## src/rtl/cfstq_pkg.sv

```systemverilog
// Shared types and constants for the CAN frame segmenting transmit queue.
// Used by cfstq_ctrl, cfstq_dp and can_frame_segmenting_tx_queue_top.
package cfstq_pkg;

    localparam int QUEUE_DEPTH_DEF   = 16;
    localparam int MAX_MAILBOXES_DEF = 3;
    localparam int FRAME_BYTES       = 8;
    localparam int ID_W              = 29;
    localparam int LEN_W             = 4;
    localparam int CNT_W             = 3;   // pending byte count, 0..7
    localparam int PAYLOAD_W         = 8 * FRAME_BYTES;

    // Input word: one message byte plus its framing information
    typedef struct packed {
        logic            has_byte;
        logic [7:0]      data_byte;
        logic [ID_W-1:0] ext_id;
        logic            end_of_message;
        logic [1:0]      free_mailboxes;
    } msg_word_t;

    // Output word: one drained frame
    typedef struct packed {
        logic [ID_W-1:0]  frame_id;
        logic [LEN_W-1:0] frame_len;
        logic [7:0]       byte0;
        logic [7:0]       byte1;
        logic [7:0]       byte2;
        logic [7:0]       byte3;
        logic [7:0]       byte4;
        logic [7:0]       byte5;
        logic [7:0]       byte6;
        logic [7:0]       byte7;
        logic             last_frame;
    } frm_word_t;

    // One ring entry
    typedef struct packed {
        logic [ID_W-1:0]      id;
        logic [LEN_W-1:0]     len;
        logic [PAYLOAD_W-1:0] payload;
    } ring_entry_t;

    // Controller -> datapath
    typedef struct packed {
        logic accept;   // input word taken this cycle
        logic pop;      // read oldest entry, advance read index
        logic load;     // move read data into output register
        logic last;     // frame being loaded ends the drain
    } dp_cmd_t;

    // Datapath -> controller
    typedef struct packed {
        logic empty;     // ring holds no frame
        logic one_left;  // ring would be empty after one pop
        logic out_free;  // output register can take a frame this cycle
    } dp_sts_t;

endpackage

```

## src/rtl/cfstq_ctrl.sv

```systemverilog
// Controller FSM for the transmit queue: input handshake and drain sequencing.
// Depends on cfstq_pkg; drives cfstq_dp through dp_cmd_t / dp_sts_t.
module cfstq_ctrl
    import cfstq_pkg::*;
#(
    parameter int MAX_MAILBOXES = MAX_MAILBOXES_DEF
)
(
    input  logic    clk,
    input  logic    rst_n,
    input  logic    msg_valid,
    output logic    msg_ready,
    input  logic    end_of_message,
    input  logic [1:0] free_mailboxes,
    output dp_cmd_t cmd,
    input  dp_sts_t sts
);

    localparam int LEFT_W = (MAX_MAILBOXES > 1) ? $clog2(MAX_MAILBOXES + 1) : 1;

    localparam logic [1:0] ST_IDLE = 2'd0;
    localparam logic [1:0] ST_READ = 2'd1;
    localparam logic [1:0] ST_LOAD = 2'd2;

    logic [1:0]        state_reg, state_next;
    logic [LEFT_W-1:0] left_reg, left_next;
    logic              last_reg, last_next;
    logic [LEFT_W-1:0] left_init;

    // clamp mailbox count to what the block supports
    always_comb
    begin
        if (32'(free_mailboxes) > MAX_MAILBOXES)
            left_init = LEFT_W'(MAX_MAILBOXES);
        else
            left_init = LEFT_W'(free_mailboxes);
    end

    always_comb
    begin
        state_next = state_reg;
        left_next  = left_reg;
        last_next  = last_reg;
        msg_ready  = (state_reg == ST_IDLE);
        cmd        = '0;
        cmd.accept = msg_valid && msg_ready;
        cmd.last   = last_reg;
        case (state_reg)
            ST_IDLE:
            begin
                if (cmd.accept && end_of_message)
                begin
                    left_next  = left_init;
                    state_next = ST_READ;
                end
            end
            ST_READ:
            begin
                if (left_reg == '0 || sts.empty)
                    state_next = ST_IDLE;
                else
                begin
                    cmd.pop    = 1'b1;
                    last_next  = (left_reg == LEFT_W'(1)) || sts.one_left;
                    left_next  = left_reg - LEFT_W'(1);
                    state_next = ST_LOAD;
                end
            end
            ST_LOAD:
            begin
                if (sts.out_free)
                begin
                    cmd.load   = 1'b1;
                    state_next = last_reg ? ST_IDLE : ST_READ;
                end
            end
            default:
            begin
                state_next = ST_IDLE;
            end
        endcase
    end

    always_ff @(posedge clk or negedge rst_n)
    begin
        if (!rst_n)
        begin
            state_reg <= ST_IDLE;
            left_reg  <= '0;
            last_reg  <= 1'b0;
        end
        else
        begin
            state_reg <= state_next;
            left_reg  <= left_next;
            last_reg  <= last_next;
        end
    end

    ap_pop_nonempty: assert property (@(posedge clk) disable iff (!rst_n)
        cmd.pop |-> !sts.empty)
        else $error("pop issued on empty ring");

    ap_pop_then_load: assert property (@(posedge clk) disable iff (!rst_n)
        cmd.pop |=> state_reg == ST_LOAD)
        else $error("pop not followed by load state");

    ap_left_bound: assert property (@(posedge clk) disable iff (!rst_n)
        32'(left_reg) <= MAX_MAILBOXES)
        else $error("drain count exceeds mailbox limit");

    ap_no_accept_in_drain: assert property (@(posedge clk) disable iff (!rst_n)
        (state_reg != ST_IDLE) |-> !cmd.accept)
        else $error("word accepted during drain");

endmodule

```

## src/rtl/cfstq_dp.sv

```systemverilog
// Datapath for the transmit queue: byte packing, frame ring memory, indices,
// output register. Depends on cfstq_pkg; commanded by cfstq_ctrl.
module cfstq_dp
    import cfstq_pkg::*;
#(
    parameter int QUEUE_DEPTH = QUEUE_DEPTH_DEF
)
(
    input  logic      clk,
    input  logic      rst_n,
    input  msg_word_t msg,
    output logic      frm_valid,
    input  logic      frm_ready,
    output frm_word_t frm,
    input  dp_cmd_t   cmd,
    output dp_sts_t   sts
);

    localparam int IDX_W = (QUEUE_DEPTH > 1) ? $clog2(QUEUE_DEPTH) : 1;
    localparam logic [IDX_W-1:0] LAST_IDX = IDX_W'(QUEUE_DEPTH - 1);

    function automatic logic [IDX_W-1:0] next_idx(input logic [IDX_W-1:0] i);
        return (i == LAST_IDX) ? '0 : i + IDX_W'(1);
    endfunction

    ring_entry_t ring_mem [QUEUE_DEPTH];
    ring_entry_t rd_data_reg;

    logic [IDX_W-1:0]     rd_idx_reg, rd_idx_next;
    logic [IDX_W-1:0]     wr_idx_reg, wr_idx_next;
    logic                 full_reg, full_next;
    logic [PAYLOAD_W-1:0] pend_reg, pend_next;
    logic [CNT_W-1:0]     cnt_reg, cnt_next;
    logic                 out_valid_reg, out_valid_next;
    frm_word_t            out_reg, out_next;

    logic [PAYLOAD_W-1:0] merged;
    logic                 push;
    ring_entry_t          wr_entry;

    // bytes above the count are zero, so OR-in is enough
    always_comb
    begin
        if (msg.has_byte)
            merged = pend_reg | (PAYLOAD_W'(msg.data_byte) << {cnt_reg, 3'b000});
        else
            merged = pend_reg;
        push = cmd.accept &&
               ((msg.has_byte && cnt_reg == CNT_W'(FRAME_BYTES - 1)) ||
                (msg.end_of_message && (msg.has_byte || cnt_reg != '0)));
        wr_entry.id      = msg.ext_id;
        wr_entry.len     = LEN_W'(cnt_reg) + LEN_W'(msg.has_byte);
        wr_entry.payload = merged;
    end

    always_comb
    begin
        rd_idx_next = rd_idx_reg;
        wr_idx_next = wr_idx_reg;
        full_next   = full_reg;
        pend_next   = pend_reg;
        cnt_next    = cnt_reg;
        if (push)
        begin
            pend_next   = '0;
            cnt_next    = '0;
            wr_idx_next = next_idx(wr_idx_reg);
            if (full_reg)
                rd_idx_next = next_idx(rd_idx_reg);
            full_next = (next_idx(wr_idx_reg) == rd_idx_next);
        end
        else if (cmd.accept && msg.has_byte)
        begin
            pend_next = merged;
            cnt_next  = cnt_reg + CNT_W'(1);
        end
        if (cmd.pop)
        begin
            rd_idx_next = next_idx(rd_idx_reg);
            full_next   = 1'b0;
        end
    end

    always_comb
    begin
        out_valid_next = out_valid_reg;
        out_next       = out_reg;
        if (cmd.load)
        begin
            out_valid_next      = 1'b1;
            out_next.frame_id   = rd_data_reg.id;
            out_next.frame_len  = rd_data_reg.len;
            out_next.byte0      = rd_data_reg.payload[7:0];
            out_next.byte1      = rd_data_reg.payload[15:8];
            out_next.byte2      = rd_data_reg.payload[23:16];
            out_next.byte3      = rd_data_reg.payload[31:24];
            out_next.byte4      = rd_data_reg.payload[39:32];
            out_next.byte5      = rd_data_reg.payload[47:40];
            out_next.byte6      = rd_data_reg.payload[55:48];
            out_next.byte7      = rd_data_reg.payload[63:56];
            out_next.last_frame = cmd.last;
        end
        else if (frm_ready)
            out_valid_next = 1'b0;
    end

    // frame memory, no reset: entries are written before they are read
    always_ff @(posedge clk)
    begin
        if (push)
            ring_mem[wr_idx_reg] <= wr_entry;
        if (cmd.pop)
            rd_data_reg <= ring_mem[rd_idx_reg];
    end

    always_ff @(posedge clk or negedge rst_n)
    begin
        if (!rst_n)
        begin
            rd_idx_reg    <= '0;
            wr_idx_reg    <= '0;
            full_reg      <= 1'b0;
            pend_reg      <= '0;
            cnt_reg       <= '0;
            out_valid_reg <= 1'b0;
        end
        else
        begin
            rd_idx_reg    <= rd_idx_next;
            wr_idx_reg    <= wr_idx_next;
            full_reg      <= full_next;
            pend_reg      <= pend_next;
            cnt_reg       <= cnt_next;
            out_valid_reg <= out_valid_next;
        end
    end

    always_ff @(posedge clk)
    begin
        out_reg <= out_next;
    end

    assign sts.empty    = !full_reg && (rd_idx_reg == wr_idx_reg);
    assign sts.one_left = (next_idx(rd_idx_reg) == wr_idx_reg);
    assign sts.out_free = !out_valid_reg || frm_ready;

    assign frm_valid = out_valid_reg;
    assign frm       = out_reg;

    ap_full_idx_equal: assert property (@(posedge clk) disable iff (!rst_n)
        full_reg |-> rd_idx_reg == wr_idx_reg)
        else $error("ring full with unequal indices");

    ap_load_needs_room: assert property (@(posedge clk) disable iff (!rst_n)
        cmd.load |-> (!out_valid_reg || frm_ready))
        else $error("output overwritten before it was taken");

endmodule

```

## src/rtl/can_frame_segmenting_tx_queue_top.sv

```systemverilog
// CAN frame segmenting transmit queue, top level.
// Channels: msg (input words, one message byte each) and frm (drained frames),
// both valid/ready; an item moves when valid and ready are high at a clock edge.
// A word without end_of_message leaves msg_ready high; bytes are packed into 8-byte
// frames, and a full frame is written into a QUEUE_DEPTH-entry ring memory in
// the cycle its last byte is taken. A full ring drops its oldest frame.
// A word with end_of_message closes any partial frame, then drains up to
// min(free_mailboxes, MAX_MAILBOXES) frames, oldest first: the ring memory has
// one registered read port, so each frame takes a read state (ST_READ) and then
// a load state (ST_LOAD). msg_ready stays low during the drain.
// The frame output register is separate from the drain logic, so byte words are
// taken while a frame waits; a stalled receiver holds up the next load, and with
// it the end of the drain.
// last_frame marks the final frame of a drain.
// Reset (rst_n, async, active low) empties the ring and the pending frame; the
// ring memory itself is not cleared and no clearing pass is needed.
module can_frame_segmenting_tx_queue_top
    import cfstq_pkg::*;
#(
    parameter int QUEUE_DEPTH   = QUEUE_DEPTH_DEF,
    parameter int MAX_MAILBOXES = MAX_MAILBOXES_DEF
)
(
    input  logic      clk,
    input  logic      rst_n,
    input  logic      msg_valid,
    output logic      msg_ready,
    input  msg_word_t msg,
    output logic      frm_valid,
    input  logic      frm_ready,
    output frm_word_t frm
);

    dp_cmd_t cmd;
    dp_sts_t sts;

    cfstq_ctrl #(
        .MAX_MAILBOXES (MAX_MAILBOXES)
    ) u_ctrl (
        .clk            (clk),
        .rst_n          (rst_n),
        .msg_valid      (msg_valid),
        .msg_ready      (msg_ready),
        .end_of_message (msg.end_of_message),
        .free_mailboxes (msg.free_mailboxes),
        .cmd            (cmd),
        .sts            (sts)
    );

    cfstq_dp #(
        .QUEUE_DEPTH (QUEUE_DEPTH)
    ) u_dp (
        .clk       (clk),
        .rst_n     (rst_n),
        .msg       (msg),
        .frm_valid (frm_valid),
        .frm_ready (frm_ready),
        .frm       (frm),
        .cmd       (cmd),
        .sts       (sts)
    );

endmodule
```

## config.mk

```make
export PLATFORM = sky130hd
export DESIGN_NAME = can_frame_segmenting_tx_queue_top
export DESIGN_NICKNAME = d
export VERILOG_FILES = /design/src/rtl/cfstq_pkg.sv /design/src/rtl/cfstq_ctrl.sv /design/src/rtl/cfstq_dp.sv /design/src/rtl/can_frame_segmenting_tx_queue_top.sv
export SDC_FILE = /design/constraint.sdc
export NUM_CORES = 2
export LEC_CHECK = 0
export BUFFER_PORTS_ARGS = -buffer_cell sky130_fd_sc_hd__buf_2
export CORE_ASPECT_RATIO = 1.75
export CORE_MARGIN = 2
export CORE_UTILIZATION = 55
export CTS_CLUSTER_SIZE = 40
export DETAILED_ROUTE_END_ITERATION = 8
export PLACE_DENSITY = 0.74
export SYNTH_ARGS = -nofsm -noshare
export SYNTH_HDL_FRONTEND = slang
export SYNTH_HIERARCHICAL = 1
export SYNTH_SLANG_ARGS = --single-unit
```

## constraint.sdc

```tcl
create_clock -name clk -period 5.7 [get_ports clk]
set_clock_uncertainty 0.2 [all_clocks]
set_input_delay 0.285 -clock clk [delete_from_list [all_inputs] [get_ports clk]]
set_output_delay 0.285 -clock clk [all_outputs]
set_load 0.005 [all_outputs]
```

* Word-level counts from Yosys, hierarchy flattened
Memory sizes are Yosys's and may differ from the RTL's. A register that Yosys moved wholly into a read port is not among the register bits.
Index checks and enable logic that the tools add are counted.
** Word-level totals
- Register bits :: 180
- Bits in latches :: 0
- Memory bits (writable) :: 1552
- Bits in read-only memories :: 0
- Output and inout port bits :: 100
- Memories kept :: 1
** Operators by class
- Add/sub/neg operators :: 5
- Multiply operators :: 0
- Div/mod/pow operators :: 0
- Magnitude comparators :: 0
- Equal/unequal tests :: 12
- Shifts and indexed selects :: 1
- Multiplexer cells :: 29
- Bitwise operators :: 2
- Reduce and logical (&&, ||, !) cells :: 24
** Memory list
- u_dp.ring_mem :: words 16, width 97, rd ports 1, clocked after Yosys merged registers in 1, write ports 1, line cfstq_dp.sv:26 : ring_entry_t ring_mem [QUEUE_DEPTH];
** Operators by type and width (count)
- 64-bit two-way mux :: 3
- 64-bit bitwise OR :: 1
- 8-bit by 6-bit left shift with 64-bit output :: 1
- 4-bit two-way mux :: 6
- 4-bit == test :: 3
- 1-bit two-way mux :: 11
- 2-bit two-way mux :: 5
- 4-bit by 1-bit adder with 4-bit output (second input constant) :: 2
- 4-bit == test (second input constant) :: 2
- 2-bit nonzero test :: 4
- 1-bit logical AND :: 7
- 3-bit two-way mux :: 2
- 2-bit case mux with 3 select lines :: 1
- 1-bit logical OR :: 5
- 3-bit by 1-bit adder with 4-bit output :: 1
- 2-bit by 1-bit == test with 1-bit output (second input constant) :: 2
- 2-bit logical NOT :: 2
- 2-bit != test (second input constant) :: 2
- 2-bit case mux with 2 select lines :: 1
- 2-bit AND reduction :: 2
- 3-bit by 1-bit adder with 3-bit output (second input constant) :: 1
- 3-bit == test (second input constant) :: 1
- 3-bit AND reduction :: 1
- 3-bit nonzero test :: 1
- other kinds (5) :: 6

* Depth between registers and ports, before layout
- Word-level depth :: 9
- Mapped depth :: 10
- Gate-level depth less buffers :: 7

* Cells and area by module
Netlist, hierarchy kept.
** Modules (own cells, without submodules)
- cfstq_dp :: instances 1, cells an instance 2769, area each 67981.4 sq um, sequential area each 54387.2 sq um
- cfstq_ctrl :: instances 1, cells an instance 30, area each 316.6 sq um, sequential area each 125.1 sq um

* Least setup slack after synthesis
OpenSTA, ideal clock, no wires.
- Kind :: flip-flop to flip-flop
- Start point :: register u_dp.rd_idx_reg[1]
- End point :: register u_dp.rd_idx_reg[2]
- Setup time :: 0.131 ns
- Arrival time :: 5.222 ns
- Required time :: 5.369 ns
- Slack :: 0.147 ns
- Cell stages (with the launch flop) :: 11
- Path buffers :: 3
- Cell sequence :: dfrtp_1 > buf_2 > clkbuf_1 > buf_2 > xnor2_1 > nand2_1 > nor4_1 > nor4b_4 > a31oi_1 > nand2b_1 > xnor2_1
** RTL lines
- start: declaration :: line cfstq_dp.sv:29 : logic [IDX_W-1:0] rd_idx_reg, rd_idx_next;
- start signal: assignment :: line cfstq_dp.sv:129 : rd_idx_reg <= rd_idx_next;

==> results.md <==
Layout:
- The count of nets after finishing is 3107.
- The fraction of final layout cells sized beyond drive strength 1 is 30.2%.
- The final design instance area without fill is 76700 um^2.
- Leaving out fill and tap cells, the most frequent cells in the layout are edfxtp_1, mux4_2, clkbuf_16.
- The number of cells in the finished layout apart from fillers is 4819.
- The library cell used most frequently in the layout, excluding fill and tap cells, is edfxtp_1.
- The register with the most flip-flops in the layout has 1552 of them.
- The area growth from synthesis to layout is 12.3%.

Die:
- The die outline area is 127000 um^2.
- The I/O pin total is 145.
- The number of rows created at floorplan is 171.
- The initial core utilization is 55.2%.
- The region available for standard cell placement spans 124000 um^2.
- The die height is 470 um.
- The overall die width is 270 um.

Clock tree:
- The number of gates given a new drive strength after cts is 0.
- The buffer levels on the longest clock path is 3.
- The clock edge transition at the registers on the reported setup and hold paths is 0.06 ns.
- The later pin in the worst-skew pair is clocked with a latency of 0.78 ns.
- The number of buffers inserted for hold repair after clock tree synthesis is 49.
- The H-tree generated during clock tree synthesis spans 4 levels.
- TritonCTS built the clock tree.
- The number of buffers created by CTS is 152.
- In this run the post-CTS setup repair buffer count came out at 0.
- The root buffer cell is clkbuf_16.
- The tree built by TritonCTS fans out to 1829 sinks.

STA:
- The setup TNS is 0 ns.
- The count of final max-slew check failures was 0.
- Setup violations remaining at the end of the flow were counted as 0.
- The number of hold-slack violations in the final timing report is 0.
- Of the available clock period, the critical path in the final layout requires 70.2%.
- The actual slew at the worst max-slew pin is 1.31 ns.
- The worst pin sits at a relative slew slack of 12.4%.
- The worst path in the final design needs a cycle of 4.00 ns, including I/O delays and setup.
- Static timing analysis puts the maximum clock frequency at 250 MHz.
- Setup repair after global routing left no endpoint under its margin.

Yosys:
- The largest family of logic cells by synthesized area is multiplexers.
- The synthesized netlist devotes 0.905% of its cell area to simple gates.
- By area the synthesized netlist is led by edfxtp_1, mux4_2, dfrtp_1, a21o_1, a31oi_1.
- The synthesis-stage register bit count is 1829.
- The number of different library cells in the post-synthesis netlist is 40.
- The cell area after synthesis is 68300 um^2.
- The share of synthesized cell area in full adder, half adder and majority cells is 0.220%.
- Counting every net in the synthesized netlist gives 2856.
- In this run, synthesis inferred 1747 flip-flops with an integrated enable.
- The synthesized instance count is 2799.
- The share of cell area taken by muxes after synthesis is 16.1%.
- The synthesized-area fraction occupied by ao, oa, aoi and oai cells is 1.54%.
- The average size of a mapped cell is 24.4 um^2.
- The share of flip-flops with an asynchronous set or reset after synthesis is 4.48%.
- The xor/xnor cell area share of the yosys netlist is 0.192%.
- Of the synthesized area, sequential elements account for 79.8%.
- The largest area contributor in the netlist is edfxtp_1.
- The most used flip-flop cell after synthesis is edfxtp_1.
- The number of warning messages in the yosys log is 6.
- The top cell type by area accounts for 76.8% of the synthesized area.

Route:
- The number of DRC violations after detailed routing is 0.
- The overall via count from detail_route is 31000.
- In the routed layout, each cell is associated on average with a via count of 6.44.
- In this run, the number of DRC markers left after iteration 0 of detailed routing was 3607.
- The total wirelength of the detailed-routed design is 150000 um.
- The detailed-routing iteration count for the pre-antenna-repair pass is 6.
- The remaining antenna violation count after routing is 0.
- The average wire per cell in the routed design is 31.1 um.

Setup path:
- The start of the worst register-to-register path is u_dp/rd_idx_reg[2].
- The origin of the worst setup path is u_dp/rd_idx_reg[2].
- The kind of cell with the highest combined delay along the critical path is flip-flops.
- For this design, the slowest cell found on the critical path is dfrtp_4.
- The worst setup path is launched from a flop.
- The worst register-to-register path has a setup slack of 1.70 ns.
- The maximum single-stage delay on the critical path is 1.02 ns.
- The critical path contains buffers and inverters numbering 2 combined.
- The data required time at the worst endpoint is 6.21 ns.
- In this run the worst path has a maximum fanout of 51.
- Data arrives at the worst endpoint at 4.51 ns.
- The critical path is of the reg -> reg type.
- The critical path goes through xnor2_1 -> nand2_1 -> nor4_1 -> nor4b_4 -> buf_4 -> a31oi_2 -> mux2i_1 -> dlygate4sd3_1.
- The worst setup path is captured at a flop.

Hold path:
- The worst min-delay path class is in -> reg.
- The start point of the worst hold path is msg[2].

Power:
- The analysis attributes to cell leakage a power of 0.0253 uW.
- The power per cell area is 485 nW/um^2.
- The peak supply drop is 0.000515 V.

Global routing:
- The first-pass GRT wire length is 222000 um.
- The global-route usage over all layers is 24.1%.
- The total global routing overflow is 0.
- The initial antenna violation count came to 7.
- The pin count of the biggest net entering global routing is 165.
- The number of global-route vias before repair is 32700.

Placed design:
- Routability-driven placement finished with a final weighted congestion of 0.794.
- The total half-perimeter wirelength after legalization and detailed placement is 77500 um.
- Once placement completed, the tool counted placed cells totaling 4490.
- In this run the tool buffered the top-level ports with 144 buffer cells.
- In this run the cell area measured after placement is 71000 um^2.

Run:
- The number of max-capacitance violations reported is 0.

Run status:
- The run finished with clean final reports.
metal layers:
metal,global-route usage (%),up-vias,routed length (um)
li1,-,12400,-
met1,31.0,16700,54200
met2,42.1,1669,80100
met3,4.05,239,11800
met4,7.49,8,3820
met5,0,-,96
cells by family (layout without fill, tap and decap cells):
logic type | after synthesis | in the layout
XOR/XNOR | 15 | 15
multiplexers | 494 | 494
other | 0 | 3
AND/OR/NAND/NOR | 133 | 133
buffers and inverters | 164 | 538
flip-flops | 1829 | 1829
adder cells (fa/ha/maj) | 12 | 12
AO/OA/AOI/OAI | 152 | 152
worst paths after layout:
| kind | end | cells past startpoint |
|---|---|---|
| setup reg to reg | u_ctrl/left_reg[0] | 8 |
| hold / removal | u_dp/cnt_reg[0] | 6 |
| max in group asynchronous | u_dp/rd_idx_reg[3] | 4 |
| setup / recovery | u_ctrl/left_reg[0] | 8 |
| min in group asynchronous | u_dp/pend_reg[31] | 4 |
| hold reg to reg | u_dp/frm[96] | 0 |
final cells by class:
cell class	instances	area [um^2]
antenna	3	7.51
clock buffer	190	4160
clock inverter	87	1000
fill	8056	47000
inverter	9	33.8
multi-input combinational	806	13000
sequential	1829	54500
tap	1643	2060
timing repair buffer	252	1900
where the power goes:
part	leakage, uW	switching (uW)	internal, uW
registers	0.0172	757	16900
logic	0.00556	4640	4170
clock network	0.00256	4650	6120
worst reg2reg max path, cell delays in order, from the launching register on:
cell and delay, ns:
dfrtp_4 1.02, xnor2_1 0.31, nand2_1 0.14, nor4_1 0.56, nor4b_4 0.10, buf_4 0.43
a31oi_2 0.36, mux2i_1 0.24, dlygate4sd3_1 0.58
synthesized netlist by cell type, types with 2 or more instances:
cell and number:
inv_1 9, and2_1 15, xor2_1 4, nand2_1 12, a21oi_1 2, mux4_2 485, buf_4 30, and3_1 7
mux2i_1 6, a22o_1 2, nor3b_1 2, a31oi_1 67, o21ai_0 7, nor2b_1 2, a21o_1 66, mux2_2 3
clkbuf_1 69, nor3_1 3, buf_1 27, xnor2_1 11, buf_2 20, nor2_1 79, buf_6 9, edfxtp_1 1747
ha_1 12, nand3_1 4, nand2b_1 4, nor4_1 2, dfrtp_1 82
per-stage QoR:
step,utilization (%),worst slack [ns],total power (uW),hold WS (ns)
after floorplan,-,0.147,24100,-0.211
after global placement,57.4,2.04,26400,0.107
after detailed placement,57.4,2.02,26700,0.114
after CTS,62.0,1.72,37500,0.0282
after global routing,62.0,1.50,38500,0.162
final,62.0,1.70,37200,0.122
(Power assumes the default switching activity.)
